<file path="src/design/dltq_pkg.sv">
`timescale 1ns / 1ps
// shared types, sizes and microcode table of the delta list timer queue
package dltq_pkg;

  localparam int DEPTH  = 16;
  localparam int IDX_W  = (DEPTH > 1) ? $clog2(DEPTH) : 1;
  localparam int CNT_W  = $clog2(DEPTH + 1);
  localparam int ID_W   = 8;
  localparam int MS_W   = 16;
  localparam int STAT_W = 2;

  typedef enum logic [STAT_W-1:0] {
    STAT_OK    = 2'd0,
    STAT_FULL  = 2'd1,
    STAT_EMPTY = 2'd2
  } status_t;

  // microprogram addresses
  typedef enum logic [2:0] {
    ST_FETCH    = 3'd0,
    ST_DISPATCH = 3'd1,
    ST_CHKFULL  = 3'd2,
    ST_WALK     = 3'd3,
    ST_PLACE    = 3'd4,
    ST_EXPIRE   = 3'd5,
    ST_DROP     = 3'd6
  } step_t;

  // sequencing kinds
  typedef enum logic [1:0] {
    SEQ_WAIT_IN = 2'd0,  // hold until an input item is taken, then fall through
    SEQ_BRANCH  = 2'd1,  // jump on condition, else fall through
    SEQ_LOOP    = 2'd2,  // jump on condition, else do the action and repeat
    SEQ_EMIT    = 2'd3   // do the action once the result register is free, then jump
  } seq_t;

  typedef enum logic [1:0] {
    COND_NONE = 2'd0,
    COND_EXP  = 2'd1,
    COND_FULL = 2'd2,
    COND_STOP = 2'd3
  } cond_t;

  typedef enum logic [2:0] {
    ACT_NONE  = 3'd0,
    ACT_LATCH = 3'd1,
    ACT_SUB   = 3'd2,
    ACT_PLACE = 3'd3,
    ACT_POP   = 3'd4,
    ACT_DROP  = 3'd5
  } act_t;

  typedef struct packed {
    seq_t  seq;
    cond_t cond;
    step_t target;
    act_t  act;
  } cw_t;

  // sequencer to datapath
  typedef struct packed {
    act_t act;
    logic fire;
    logic take;
  } ctrl_t;

  // datapath to sequencer
  typedef struct packed {
    logic in_valid;
    logic out_free;
    logic is_exp;
    logic full;
    logic stop;
  } flags_t;

  function automatic cw_t ucode(step_t pc);
    cw_t cw;
    unique case (pc)
      ST_FETCH:    cw = '{SEQ_WAIT_IN, COND_NONE, ST_FETCH,  ACT_LATCH};
      ST_DISPATCH: cw = '{SEQ_BRANCH,  COND_EXP,  ST_EXPIRE, ACT_NONE};
      ST_CHKFULL:  cw = '{SEQ_BRANCH,  COND_FULL, ST_DROP,   ACT_NONE};
      ST_WALK:     cw = '{SEQ_LOOP,    COND_STOP, ST_PLACE,  ACT_SUB};
      ST_PLACE:    cw = '{SEQ_EMIT,    COND_NONE, ST_FETCH,  ACT_PLACE};
      ST_EXPIRE:   cw = '{SEQ_EMIT,    COND_NONE, ST_FETCH,  ACT_POP};
      ST_DROP:     cw = '{SEQ_EMIT,    COND_NONE, ST_FETCH,  ACT_DROP};
      default:     cw = '{SEQ_BRANCH,  COND_NONE, ST_FETCH,  ACT_NONE};
    endcase
    return cw;
  endfunction

endpackage

</file>
<file path="src/design/dltq_ifs.sv">
`timescale 1ns / 1ps
// request and response channel interfaces

interface dltq_req_if;
  logic                         valid;
  logic                         ready;
  logic                         cmd;
  logic [dltq_pkg::ID_W-1:0]    req_id;
  logic [dltq_pkg::MS_W-1:0]    duration_ms;
  logic [dltq_pkg::MS_W-1:0]    elapsed_ms;
  modport source (output valid, cmd, req_id, duration_ms, elapsed_ms, input ready);
  modport sink   (input valid, cmd, req_id, duration_ms, elapsed_ms, output ready);
endinterface

interface dltq_rsp_if;
  logic                         valid;
  logic                         ready;
  logic                         notify_valid;
  logic [dltq_pkg::ID_W-1:0]    notify_id;
  logic                         load_valid;
  logic [dltq_pkg::MS_W-1:0]    load_ms;
  logic [dltq_pkg::STAT_W-1:0]  status;
  modport source (output valid, notify_valid, notify_id, load_valid, load_ms, status,
                  input ready);
  modport sink   (input valid, notify_valid, notify_id, load_valid, load_ms, status,
                  output ready);
endinterface

</file>
<file path="src/design/dltq_sequencer.sv">
`timescale 1ns / 1ps
// microcode sequencer: step counter, control rom and branch logic
module dltq_sequencer (
  input  logic             clk,
  input  logic             rst,
  input  dltq_pkg::flags_t flags,
  output dltq_pkg::ctrl_t  ctrl
);

  dltq_pkg::step_t pc;
  dltq_pkg::step_t pc_next;
  dltq_pkg::cw_t   cw;
  logic            cond_true;

  always_ff @(posedge clk) begin
    if (rst) begin
      pc <= dltq_pkg::ST_FETCH;
    end else begin
      pc <= pc_next;
    end
  end

  always_comb begin
    cw = dltq_pkg::ucode(pc);
    unique case (cw.cond)
      dltq_pkg::COND_NONE: cond_true = 1'b0;
      dltq_pkg::COND_EXP:  cond_true = flags.is_exp;
      dltq_pkg::COND_FULL: cond_true = flags.full;
      dltq_pkg::COND_STOP: cond_true = flags.stop;
      default:             cond_true = 1'b0;
    endcase

    ctrl.act  = cw.act;
    ctrl.fire = 1'b0;
    ctrl.take = 1'b0;
    pc_next   = pc;
    unique case (cw.seq)
      dltq_pkg::SEQ_WAIT_IN: begin
        ctrl.take = 1'b1;
        ctrl.fire = flags.in_valid;
        if (flags.in_valid) begin
          pc_next = dltq_pkg::step_t'(pc + 3'd1);
        end
      end
      dltq_pkg::SEQ_BRANCH: begin
        pc_next = cond_true ? cw.target : dltq_pkg::step_t'(pc + 3'd1);
      end
      dltq_pkg::SEQ_LOOP: begin
        if (cond_true) begin
          pc_next = cw.target;
        end else begin
          ctrl.fire = 1'b1;
        end
      end
      dltq_pkg::SEQ_EMIT: begin
        ctrl.fire = flags.out_free;
        if (flags.out_free) begin
          pc_next = cw.target;
        end
      end
      default: pc_next = dltq_pkg::ST_FETCH;
    endcase
  end

endmodule

</file>
<file path="src/design/dltq_datapath.sv">
`timescale 1ns / 1ps
// datapath: entry store, walk registers and result register
module dltq_datapath (
  input  logic              clk,
  input  logic              rst,
  input  dltq_pkg::ctrl_t   ctrl,
  output dltq_pkg::flags_t  flags,
  dltq_req_if.sink          req,
  dltq_rsp_if.source        rsp
);

  logic [dltq_pkg::ID_W-1:0]  ids    [dltq_pkg::DEPTH];
  logic [dltq_pkg::MS_W-1:0]  deltas [dltq_pkg::DEPTH];
  logic [dltq_pkg::CNT_W-1:0] count;

  logic                       cmd;
  logic [dltq_pkg::ID_W-1:0]  new_id;
  logic [dltq_pkg::MS_W-1:0]  rem;
  logic [dltq_pkg::MS_W-1:0]  elapsed;
  logic [dltq_pkg::CNT_W-1:0] pos;

  logic [dltq_pkg::MS_W-1:0]  raw;
  logic [dltq_pkg::MS_W-1:0]  d;
  logic                       at_head;
  logic                       at_end;
  logic                       out_free;

  // head delta is reduced by time already run on the countdown, floored at zero
  always_comb begin
    raw     = deltas[pos[dltq_pkg::IDX_W-1:0]];
    at_head = (pos == '0);
    at_end  = (pos == count);
    if (at_head) begin
      d = (raw > elapsed) ? raw - elapsed : '0;
    end else begin
      d = raw;
    end
  end

  assign out_free       = !rsp.valid || rsp.ready;
  assign req.ready      = ctrl.take;
  assign flags.in_valid = req.valid;
  assign flags.out_free = out_free;
  assign flags.is_exp   = cmd;
  assign flags.full     = (count == dltq_pkg::CNT_W'(dltq_pkg::DEPTH));
  assign flags.stop     = at_end || (rem < d);

  // walk registers
  always_ff @(posedge clk) begin
    if (ctrl.fire && ctrl.act == dltq_pkg::ACT_LATCH) begin
      cmd     <= req.cmd;
      new_id  <= req.req_id;
      rem     <= req.duration_ms;
      elapsed <= req.elapsed_ms;
      pos     <= '0;
    end else if (ctrl.fire && ctrl.act == dltq_pkg::ACT_SUB) begin
      rem <= rem - d;
      pos <= pos + 1'b1;
    end
  end

  // entry store: shift up behind the insert point, shift down on pop
  always_ff @(posedge clk) begin
    if (ctrl.fire && ctrl.act == dltq_pkg::ACT_PLACE) begin
      if (at_head) begin
        ids[0]    <= new_id;
        deltas[0] <= rem;
      end
      for (int k = 1; k < dltq_pkg::DEPTH; k++) begin
        if (dltq_pkg::CNT_W'(k) > pos) begin
          ids[k]    <= ids[k-1];
          deltas[k] <= (dltq_pkg::CNT_W'(k) == pos + 1'b1) ? d - rem : deltas[k-1];
        end else if (dltq_pkg::CNT_W'(k) == pos) begin
          ids[k]    <= new_id;
          deltas[k] <= rem;
        end
      end
    end else if (ctrl.fire && ctrl.act == dltq_pkg::ACT_POP && count != '0) begin
      for (int k = 0; k < dltq_pkg::DEPTH - 1; k++) begin
        ids[k]    <= ids[k+1];
        deltas[k] <= deltas[k+1];
      end
    end
  end

  always_ff @(posedge clk) begin
    if (rst) begin
      count <= '0;
    end else if (ctrl.fire && ctrl.act == dltq_pkg::ACT_PLACE) begin
      count <= count + 1'b1;
    end else if (ctrl.fire && ctrl.act == dltq_pkg::ACT_POP && count != '0) begin
      count <= count - 1'b1;
    end
  end

  // result register
  always_ff @(posedge clk) begin
    if (rst) begin
      rsp.valid <= 1'b0;
    end else if (ctrl.fire && (ctrl.act == dltq_pkg::ACT_PLACE ||
                               ctrl.act == dltq_pkg::ACT_POP ||
                               ctrl.act == dltq_pkg::ACT_DROP)) begin
      rsp.valid <= 1'b1;
    end else if (rsp.ready) begin
      rsp.valid <= 1'b0;
    end
  end

  always_ff @(posedge clk) begin
    if (ctrl.fire) begin
      case (ctrl.act)
        dltq_pkg::ACT_PLACE: begin
          rsp.notify_valid <= 1'b0;
          rsp.notify_id    <= '0;
          rsp.load_valid   <= at_head;
          rsp.load_ms      <= at_head ? rem : '0;
          rsp.status       <= dltq_pkg::STAT_OK;
        end
        dltq_pkg::ACT_POP: begin
          if (count == '0) begin
            rsp.notify_valid <= 1'b0;
            rsp.notify_id    <= '0;
            rsp.load_valid   <= 1'b0;
            rsp.load_ms      <= '0;
            rsp.status       <= dltq_pkg::STAT_EMPTY;
          end else begin
            rsp.notify_valid <= 1'b1;
            rsp.notify_id    <= ids[0];
            rsp.load_valid   <= (count > dltq_pkg::CNT_W'(1));
            rsp.load_ms      <= (count > dltq_pkg::CNT_W'(1)) ?
                                deltas[dltq_pkg::IDX_W'(1)] : '0;
            rsp.status       <= dltq_pkg::STAT_OK;
          end
        end
        dltq_pkg::ACT_DROP: begin
          rsp.notify_valid <= 1'b0;
          rsp.notify_id    <= '0;
          rsp.load_valid   <= 1'b0;
          rsp.load_ms      <= '0;
          rsp.status       <= dltq_pkg::STAT_FULL;
        end
        default: ;
      endcase
    end
  end

endmodule

</file>
<file path="src/design/delta_list_timer_queue_core.sv">
`timescale 1ns / 1ps
// top level of the delta list timer queue
//
//  channel  dir  handshake     payload
//  req      in   valid/ready   cmd, req_id, duration_ms, elapsed_ms
//  rsp      out  valid/ready   notify_valid, notify_id, load_valid, load_ms, status
//
// one item at a time; an item is taken, then dispatched: expire pops the head; a
// start is dropped if the queue is full, else walks past 0..15 entries and is
// placed; each walk step does one subtract and compare against a stored delta
// synchronous reset empties the queue; stored entries are not cleared
// a result waiting on rsp does not stop the next item from being taken, only
// the next result write waits for the register to drain
module delta_list_timer_queue_core (
  input logic         clk,
  input logic         rst,
  dltq_req_if.sink    req,
  dltq_rsp_if.source  rsp
);

  // control word fields decoded by the sequencer each step
  dltq_pkg::ctrl_t  ctrl;
  // branch conditions and handshake state seen by the sequencer
  dltq_pkg::flags_t flags;

  // step counter and microcode rom
  dltq_sequencer u_seq (
    .clk   (clk),
    .rst   (rst),
    .flags (flags),
    .ctrl  (ctrl)
  );

  // entry store, walk arithmetic and result register
  dltq_datapath u_dp (
    .clk   (clk),
    .rst   (rst),
    .ctrl  (ctrl),
    .flags (flags),
    .req   (req),
    .rsp   (rsp)
  );

endmodule

</file>
<file path="src/flat_wrapper.sv">
// flat-port wrapper written by rule: the top's interface ports become plain ports
module delta_list_timer_queue_core_flat 
  (clk, rst, req_valid, req_cmd, req_req_id, req_duration_ms, req_elapsed_ms, req_ready, rsp_valid, rsp_notify_valid, rsp_notify_id, rsp_load_valid, rsp_load_ms, rsp_status, rsp_ready);
  dltq_req_if req_i ();
  dltq_rsp_if rsp_i ();
  input logic clk;
  input logic rst;
  input wire logic [$bits(req_i.valid)-1:0] req_valid;
  input wire logic [$bits(req_i.cmd)-1:0] req_cmd;
  input wire logic [$bits(req_i.req_id)-1:0] req_req_id;
  input wire logic [$bits(req_i.duration_ms)-1:0] req_duration_ms;
  input wire logic [$bits(req_i.elapsed_ms)-1:0] req_elapsed_ms;
  output wire logic [$bits(req_i.ready)-1:0] req_ready;
  output wire logic [$bits(rsp_i.valid)-1:0] rsp_valid;
  output wire logic [$bits(rsp_i.notify_valid)-1:0] rsp_notify_valid;
  output wire logic [$bits(rsp_i.notify_id)-1:0] rsp_notify_id;
  output wire logic [$bits(rsp_i.load_valid)-1:0] rsp_load_valid;
  output wire logic [$bits(rsp_i.load_ms)-1:0] rsp_load_ms;
  output wire logic [$bits(rsp_i.status)-1:0] rsp_status;
  input wire logic [$bits(rsp_i.ready)-1:0] rsp_ready;
  assign req_i.valid = req_valid;
  assign req_i.cmd = req_cmd;
  assign req_i.req_id = req_req_id;
  assign req_i.duration_ms = req_duration_ms;
  assign req_i.elapsed_ms = req_elapsed_ms;
  assign req_ready = req_i.ready;
  assign rsp_valid = rsp_i.valid;
  assign rsp_notify_valid = rsp_i.notify_valid;
  assign rsp_notify_id = rsp_i.notify_id;
  assign rsp_load_valid = rsp_i.load_valid;
  assign rsp_load_ms = rsp_i.load_ms;
  assign rsp_status = rsp_i.status;
  assign rsp_i.ready = rsp_ready;
  delta_list_timer_queue_core u_core (.clk(clk), .rst(rst), .req(req_i), .rsp(rsp_i));
endmodule
</file>
<file path="config.mk">
export PLATFORM = sky130hd
export DESIGN_NAME = delta_list_timer_queue_core_flat
export DESIGN_NICKNAME = d
export VERILOG_FILES = /design/src/design/dltq_pkg.sv /design/src/design/dltq_ifs.sv /design/src/design/dltq_sequencer.sv /design/src/design/dltq_datapath.sv /design/src/design/delta_list_timer_queue_core.sv /design/src/flat_wrapper.sv
export SDC_FILE = /design/constraint.sdc
export NUM_CORES = 1
export LEC_CHECK = 0
export BUFFER_PORTS_ARGS = -buffer_cell sky130_fd_sc_hd__buf_2
export CORE_MARGIN = 5
export CORE_UTILIZATION = 40
export DETAILED_ROUTE_END_ITERATION = 10
export PLACE_DENSITY = 0.59
export SLEW_MARGIN = 20
export SYNTH_ARGS = -nofsm -noshare
export SYNTH_HDL_FRONTEND = slang
export SYNTH_SLANG_ARGS = --single-unit
</file>
<file path="constraint.sdc">
create_clock -name clk -period 8.1 [get_ports clk]
set_clock_uncertainty 0.05 [all_clocks]
set_input_delay 1.215 -clock clk [delete_from_list [all_inputs] [get_ports clk]]
set_output_delay 1.215 -clock clk [all_outputs]
set_load 0.02 [all_outputs]
</file>
==> impl_results.md <==
* Outcome: completed
* Antenna Diode Count at 0
* DRT Wirelength at about 110,000 um
* Post-synthesis adder-cell area fraction at ~2.7%
* GRT Total Usage at 26.7%
* CP max stage delay at between 500 and 600 ps
* RD Place Congestion at 0.974
* Number of cell rows at 100
* Core ar. at 0.0741 mm^2
* Total iterations of the first detailed-routing run at 7
* Synth top area cells: edfxtp_1, nand2_1, mux4_2, o21ai_0, a21oi_1
* Worst Path Required at roughly 8300 ps
* Synth Area in Compound Gates at about a fifth
* Die W at 283 um
* EDFF count, synth at 453
* I/O Pins at 75
* Routed len/inst at around 28 um
* Crit path launch type: flop
* DIE AREA at approximately 0.080 mm^2
* Layout area overhead at 11.0%
* Leak pwr at approximately 12 nW
* Dominant cell type by area after synthesis: edfxtp_1
* Slowest CP cell: ha_1
* Max H-tree Level at 2
* Max FO, Critical Path at 24
* Min-delay src: u_core.u_dp.ids[0][9]
* Final nets at ~3,100
* Most common cell in the netlist: nand2_1
* Worst-Skew Late Latency at 650 ps
* Fraction of registers with async set or reset after synthesis at 0%
* Final hold vios at 0
* Setup TNS at 0 ps
* Avg Inst Size Synth at ~10 um^2
* Maximum clock rate at ~130 MHz
* Slew Viols, Final at 0
* Synth Warn # at 0
* Cell family with most CP delay: compound AO/OA/AOI/OAI gates
* Slew @ Worst Pin at 1250 ps
* DRC at 0
* Primary FF master, synth: edfxtp_1
* Post-Syn Nets at 3,076
* Crit path arrival time at ~8000 ps
* Final Cycle Share at a little over nine tenths
* Clock Path Buffers at 3
* Post-Synth Simple-Gate Area at 15.1%
* Die height at 283 um
* CTS tree: done
* Min cycle time layout at between 7000 and 8000 ps
* Critical path type: flop to flop
* Post-Synth XOR/XNOR Area at 1.50%
* Largest family of logic cells by synthesized area: compound AO/OA/AOI/OAI gates
* Post-Syn Instances at 2,968
* Initial antenna violation count at 5
* Root Driver: clkbuf_16
* Final Setup Violations at 0
* Post-synthesis mux area share at under 10%
* Final Worst Setup Slack at around 310 ps
* HP Class: flop to flop
* Hold slack at 497 ps
* Syn Std Cell Area at slightly below 0.03 mm^2
* Vias in the first global route at approximately 24,000
* CTS Buf Count at between 50 and 60
* Synth unique cells at 91
* Initial Utilization at 40.2%
* Worst VDD drop at ~0.43 mV
* Post-DP HPWL at between 70,000 and 80,000 um
* Vias at ~26,000
* Vias/cell at approximately 6.5
* Pre-CTS setup slack at -127 ps
* # port buffers at 74
* Initial DRC count at about 4,000
* Largest net degree at the start of global routing at ~210
* Critical Path End Type: flop
* Seq cells post-synth at 471
* Total grt overflow at 0
* Clk pin slew, worst setup/hold paths at 60 ps
* Crit path buf inv count at 6
* Register area share after synthesis at roughly 47%
* First-pass GRT wire length at roughly 160,000 um
* Clk sinks at between 400 and 500
* Proportion of layout cells with a drive suffix above 1 at 15.5%
* Power density cells at between 400 and 500 mW/mm^2
* Slew margin rel. at 16.7%
* DRT antenna net count at 0
* Synth top cells by count: nand2_1, edfxtp_1, nor2_1, o21ai_0, a21oi_1
* Share of the synthesized area in the top cell type at between 40% and 50%
* Max-cap violations at 0
-- area by class of cell --
class / count / area, um^2
inverter: 81 / 307
tap: 969 / 1210
multi-input combinational: 2148 / 14400
fill: 7019 / 41100
clock inverter: 23 / 294
sequential: 471 / 14000
timing repair buffer: 197 / 1390
clock buffer: 71 / 1410
-- state kept, by name (all words and copies together), names as in the netlist, 5 cells and up, named ones only --
signal	flops
u_core.u_dp.count	5
u_core.u_dp.deltas	256
u_core.u_dp.elapsed	16
u_core.u_dp.ids	128
u_core.u_dp.new_id	8
u_core.u_dp.pos	5
u_core.u_dp.rem	16
u_core.u_dp.rsp.load_ms	16
u_core.u_dp.rsp.notify_id	8
-- cell usage in the layout (no fill, tap or decap), types with 9 or more instances in the layout --
cell	synthesis	final
a2111oi_0	32	32
a211oi_1	39	39
a21o_1	27	26
a21oi_1	166	162
a221o_1	37	37
a22o_1	43	43
a22oi_1	53	53
a31oi_1	33	33
and2_1	22	22
and3_1	16	15
buf_2	78	74
buf_4	16	115
clkbuf_1	141	16
clkbuf_16	0	53
clkinv_1	1	10
dfxtp_1	18	16
edfxtp_1	453	453
ha_1	60	59
inv_1	77	77
mux2_2	14	14
mux2i_1	56	56
mux4_2	80	80
nand2_1	484	484
nand2b_1	15	15
nand3_1	146	146
nand4_1	12	12
nor2_1	220	220
nor2b_1	9	9
nor3_1	55	55
o2111ai_1	15	15
o211ai_1	45	45
o211ai_2	11	11
o21a_1	10	10
o21ai_0	182	177
o221a_2	30	30
o22ai_1	52	52
or3_1	10	10
xnor2_1	35	35
xor2_1	14	14
-- where the power goes --
| part | switching (mW) | leakage (nW) | internal (mW) | total (mW) |
|---|---|---|---|---|
| registers | 0.418 | 4.25 | 3.26 | 3.68 |
| logic | 5.09 | 7.00 | 2.31 | 7.40 |
| clock network | 1.08 | 0.827 | 1.39 | 2.46 |
-- routing by layer --
metal,global-route usage [%],vias up,routed length (um)
met1,39.1,12565,45000
met4,10.1,4,4910
met5,0,-,27
met2,38.3,1834,46400
li1,-,11236,-
met3,6.98,213,14700
-- tightest hold or removal path: cells and delay by family (launching register included) --
family / cells / cell delay [ps]
and+or+nand+nor: 2 / 100
DFF: 1 / 340
-- through the flow --
stage	instance area [um^2]	util, %	std cells	power, mW
2_1_floorplan	29700	-	2968	8.01
5_1_grt	33000	44.6	3960	14.0
3_3_place_gp	31200	42.1	3861	10.8
3_5_place_dp	31200	42.1	3861	10.8
4_1_cts	32900	44.4	3955	13.3
6_report	33000	44.6	3960	13.5
-- worst paths after layout --
check | cells after the start | endpoint | slack [ps]
setup / recovery | 25 | u_core.u_dp.deltas[1][11] | 310
setup reg to reg | 25 | u_core.u_dp.deltas[1][11] | 310
hold reg to reg | 2 | u_core.u_dp.ids[0][1] | 500
hold / removal | 2 | u_core.u_dp.ids[0][1] | 500
-- repair_timing --
| action | 4_1_cts | 5_1_grt |
|---|---|---|
| gates cloned | 0 | 0 |
| pin swaps | 0 | 2 |
| resized for setup | 1 | 7 |
| buffers inserted | 0 | 5 |
| hold buffers | 0 | 0 |
| endpoints found under the setup margin | 39 | 476 |
-- kinds of logic (layout without fill, tap and decap cells) --
kind of cell	Yosys count	after routing
adder cells (fa/ha/maj)	63	63
flip-flops	471	471
AND/OR/NAND/NOR	1024	1024
multiplexers	150	150
buffers and inverters	349	372
AO/OA/AOI/OAI	861	861
XOR/XNOR	50	50
(Power assumes the default switching activity.)
